===== src/sv/uvs_pkg.sv =====
// Shared constants and types for the UV sphere vertex generator.
`default_nettype none
package uvs_pkg;

  localparam int DIV_W = 16;
  localparam int QUO_W = 32;
  localparam int ANG_W = 32;
  localparam int CW    = 33;
  localparam int ATAN_LEN = 32;

  localparam logic signed [CW-1:0] ONE_Q30  = 33'sh040000000;
  localparam logic signed [CW-1:0] GAIN_Q30 = 33'sh026DD3B6A;
  localparam logic [ANG_W-1:0] EIGHTH_TURN = 32'h20000000;
  localparam logic [ANG_W-1:0] HALF_TURN   = 32'h80000000;

  localparam logic [31:0] ATAN_TURN [ATAN_LEN] = '{
    32'h20000000, 32'h12E4051E, 32'h09FB385B, 32'h051111D4,
    32'h028B0D43, 32'h0145D7E1, 32'h00A2F61E, 32'h00517C55,
    32'h0028BE53, 32'h00145F2F, 32'h000A2F98, 32'h000517CC,
    32'h00028BE6, 32'h000145F3, 32'h0000A2FA, 32'h0000517D,
    32'h000028BE, 32'h0000145F, 32'h00000A30, 32'h00000518,
    32'h0000028C, 32'h00000146, 32'h000000A3, 32'h00000051,
    32'h00000029, 32'h00000014, 32'h0000000A, 32'h00000005,
    32'h00000003, 32'h00000001, 32'h00000001, 32'h00000000
  };

  typedef enum logic [7:0] {
    REG_SEGMENTS = 8'd0,
    REG_RADIUS   = 8'd1
  } cfg_reg_t;

endpackage
`default_nettype wire


===== src/sv/uvs_div.sv =====
// Pipelined restoring divider, one quotient bit per stage.
`default_nettype none
module uvs_div (
  input  wire logic                     clk,
  input  wire logic                     en,
  input  wire logic [uvs_pkg::DIV_W-1:0] num_hi,
  input  wire logic [uvs_pkg::QUO_W-1:0] num_lo,
  input  wire logic [uvs_pkg::DIV_W-1:0] den,
  output logic      [uvs_pkg::QUO_W-1:0] quo
);
  localparam int DW = uvs_pkg::DIV_W;
  localparam int QB = uvs_pkg::QUO_W;

  logic [DW-1:0] rem  [QB+1];
  logic [QB-1:0] lo   [QB+1];
  logic [DW-1:0] dv   [QB+1];
  logic [QB-1:0] qt   [QB+1];

  assign rem[0] = num_hi;
  assign lo[0]  = num_lo;
  assign dv[0]  = den;
  assign qt[0]  = '0;

  for (genvar k = 0; k < QB; k++) begin : g_stage
    logic [DW:0] t;
    logic        ge;
    logic [DW:0] diff;
    always_comb begin
      t    = {rem[k], lo[k][QB-1]};
      diff = t - {1'b0, dv[k]};
      ge   = (t >= {1'b0, dv[k]});
    end
    always_ff @(posedge clk) begin
      if (en) begin
        rem[k+1] <= ge ? diff[DW-1:0] : t[DW-1:0];
        lo[k+1]  <= {lo[k][QB-2:0], 1'b0};
        dv[k+1]  <= dv[k];
        qt[k+1]  <= {qt[k][QB-2:0], ge};
      end
    end
  end

  assign quo = qt[QB];
endmodule
`default_nettype wire


===== config.mk =====
export PLATFORM = sky130hd
export DESIGN_NAME = uvs_div
export DESIGN_NICKNAME = d
export VERILOG_FILES = /design/src/sv/uvs_pkg.sv /design/src/sv/uvs_div.sv
export SDC_FILE = /design/constraint.sdc
export NUM_CORES = 2
export LEC_CHECK = 0
export ABC_AREA = 1
export CAP_MARGIN = 20
export CORE_MARGIN = 2
export CORE_UTILIZATION = 40
export CTS_CLUSTER_SIZE = 12
export DETAILED_ROUTE_END_ITERATION = 8
export DONT_BUFFER_PORTS = 1
export PLACE_DENSITY_LB_ADDON = 0.3
export SYNTH_ARGS = -nofsm -noshare
export SYNTH_HDL_FRONTEND = slang
export SYNTH_SLANG_ARGS = --single-unit

===== constraint.sdc =====
create_clock -name clk -period 2.12 [get_ports clk]
set_input_delay 0.424 -clock clk [delete_from_list [all_inputs] [get_ports clk]]
set_output_delay 0.424 -clock clk [all_outputs]
set_load 0.02 [all_outputs]

==> reports/summary.txt <==
Status = complete, but fails checks
Failing checks = negative setup slack
I/O pins = 98
Synth cell types = 41
Clock transition at path regs = 0.06 ns
Vias = 76900
Final hold slack = 0.0965 ns
Drt initial violations = 5240
Worst VDD drop = 0.748 mV
Slew @ Worst Pin = 0.485 ns
Crit share post-route = 101%
Ys async rst share = 0%
Post-synth EDFFs = 2016
Final worst slack = -0.0227 ns
CTS H-tree lvls = 4
Reg2reg start = dv[446]
Inst Count DP = 15100
Die Ht = 512 um
Syn_nets = 11300
Minimum clock period = 2.14 ns
Max_cap viols = 0
Power per cell area = 1410 mW/mm2
Die width = 512 um
Worst Path Required = 2.75 ns
Port bufs = 0
Layout Utilization = 52.9%
Worst Hold Class = primary input to flop
Pins Over Slew Limit = 0
Synth warnings = 0
Overall Global Routing Usage = 19.1%
Startpoint types = flop
Crit path launch = dv[446]
Placeable Area = 0.257 mm2
Nets = 13200
Area grow syn2layout = 31.8%
Initial antenna violation count = 1
Setup violations, final = 9
Avg Cell Area, Syn = 9.62 um2
Final hold vios = 0
Synth Instances = 10700
TritonCTS clock tree = built
Avg WL per Cell = 16.7 um
Static leakage = 0.0626 uW
Drt drc = 0
# rows = 186
Final ANT Viol Nets = 0
Global-route wire length before repair = 401000 um
Maximum buffer depth of the clock tree = 4
Top FF cell, synth = edfxtp_1
Vias in the first global route = 74000
Hold EP = g_stage[1].t[6]
RSZ-0062 raised after global routing = yes
CP endpoint kind = flop
Die area = 0.262 mm2
Setup TNS = -0.0712 ns
GRT overflow = 0
Slew headroom = 67.7%
Clk Latency, worst-skew pair = 0.90 ns
Seq/Total Area, Yosys = 58.7%
Reg2reg end = g_stage[6].t[8]
CP Data Arrival Time = 2.77 ns
Routed vias/inst = 4.78
R2R setup slack = -0.02 ns
Hold_sp = den[5]
Routability cong. = 0.904
Critical setup path kind = flop to flop
Multi-input gate area = 0.0420 mm2
Detailed placement HPWL = 192000 um
TritonCTS Buffers = 228
Root Buffer = clkbuf_16
Fillers = 22500
Final non-filler cell total = 16100
Largest net degree at the start of global routing = 90
Drt pass-1 iters = 8
Reg area = 0.0605 mm2
Share of cells above drive strength 1 = 27.3%
Clk_skew = 0.0662 ns
Clk sinks = 2016
Initial Util = 40.2%
FMAX = 467 MHz
Area of the mapped netlist = 0.103 mm2
Seq cells post-synth = 2016
Reg2Reg Depth = 11
Critical path fanouts, max = 6
Hold path depth = 5
Final WL = 268000 um
[area by class of cell]
class	count	area share [%]
antenna	4	0.00737
tap	3384	3.12
clock buffer	279	4.42
timing repair inverter	2	0.0120
timing repair buffer	1705	10.6
clock inverter	120	0.918
sequential	2016	44.6
inverter	1976	5.48
multi-input combinational	6614	30.9
[power by group]
part	leakage, uW	switching (uW)	internal [uW]
sequential	0.0198	6210	54300
combinational	0.0393	50700	41300
clock	0.00348	16000	22600
[layer usage]
metal  wire length (um)  part of all wire, %  vias to the layer above  GRT usage [%]
met5                  0                    0                        -              0
met4               9380                  3.5                        0           6.43
met1             116000                   43                    36300           24.8
met2             132000                   49                     1641           33.2
met3              10700                  4.0                      484           2.27
li1                   -                    -                    38400              -
[timing repair]
| action | in CTS | in global routing |
|---|---|---|
| endpoints found under the hold margin | 66 | 0 |
| cloned | 10 | 31 |
| gates resized for setup | 313 | 1265 |
| hold buffers | 64 | 0 |
| pin swaps | 64 | 321 |
| setup buffers | 123 | 346 |
| endpoints found under the setup margin | 393 | 498 |
[critical path: stages, from the launching register on]
cell       delay [ns]
edfxtp_1         0.46
inv_2            0.10
ha_4             0.23
a21oi_4          0.19
nor2_1           0.06
nor2_1           0.13
nand2_2          0.08
nor2_4           0.14
nand2_8          0.12
clkbuf_16        0.19
nand2_1          0.08
nand2_2          0.09
[flip-flops by register name (all words and copies together), names as in the netlist]
name / flops
g_stage.t: 527
qt: 496
lo: 465
dv: 496
quo: 32
[placed cells by master (no fill, tap or decap), drive strengths merged]
cell type / count
ha: 512
and2: 22
clkbuf: 289
buf: 1631
o21bai: 18
diode: 4
inv: 1980
clkinv: 72
or2: 25
nand4: 133
nor2: 429
bufinv: 21
nand3: 841
nand2: 3889
xor2: 147
a21oi: 276
nor3b: 2
nor3: 90
clkinvlp: 25
o21ai: 23
dlygate4sd3: 64
xnor2: 44
nand3b: 77
edfxtp: 2016
a31oi: 2
nor4: 10
and3: 16
fa: 31
o21a: 25
a41oi: 1
a21boi: 1
[cell usage after synthesis (2+ instances only)]
master	instances	share of area, %
a21oi_1	276	1.3
a31oi_1	2	0.012
and2_1	22	0.13
and3_1	16	0.097
buf_12	4	0.078
buf_2	44	0.21
buf_4	47	0.34
buf_6	36	0.39
clkbuf_2	12	0.058
edfxtp_1	2016	59
fa_1	31	0.60
ha_1	512	6.2
inv_1	1960	7.1
inv_2	16	0.058
nand2_1	3784	14
nand2_2	53	0.32
nand2_4	26	0.28
nand3_1	809	3.9
nand3_2	31	0.30
nand3b_1	77	0.56
nand4_1	133	0.81
nor2_1	384	1.4
nor2_2	18	0.11
nor2_4	27	0.29
nor3_1	87	0.42
nor3_2	3	0.029
nor3b_2	2	0.024
nor4_2	9	0.11
o21a_1	25	0.18
o21ai_0	14	0.068
o21ai_1	9	0.044
o21bai_1	18	0.13
or2_1	2	0.012
or2_2	23	0.14
xnor2_1	44	0.37
xor2_1	147	1.2
[logic make-up after synthesis]
kind of cell | after synthesis | share of synthesized area [%]
buffers and inverters | 2120 | 8.29
xor gates and xnor gates | 191 | 1.62
and+or+nand+nor | 5508 | 22.8
DFF | 2016 | 58.7
AOI/OAI and AO/OA | 346 | 1.79
adders and majority gates | 543 | 6.81
[worst max path at each step]
stage	slack, ns	to	cells past startpoint
2_1_floorplan	0.18	g_stage[6].t[9]	9
3_3_place_gp	-0.27	g_stage[25].t[2]	11
3_5_place_dp	-0.31	g_stage[25].t[2]	11
4_1_cts	-0.004	g_stage[3].t[8]	14
5_1_grt	-0.11	g_stage[6].t[12]	11
6_report	-0.02	g_stage[6].t[8]	11
[stage by stage]
| stage | total power [uW] | setup slack, ns | instance area, um2 |
|---|---|---|---|
| CTS | 177000 | -0.00380 | 127000 |
| global route | 204000 | -0.110 | 136000 |
| finish | 191000 | -0.0227 | 136000 |
| floorplan | 104000 | 0.180 | 103000 |
| global placement | 133000 | -0.267 | 116000 |
| detailed placement | 133000 | -0.314 | 116000 |
(Power assumes the default switching activity.)
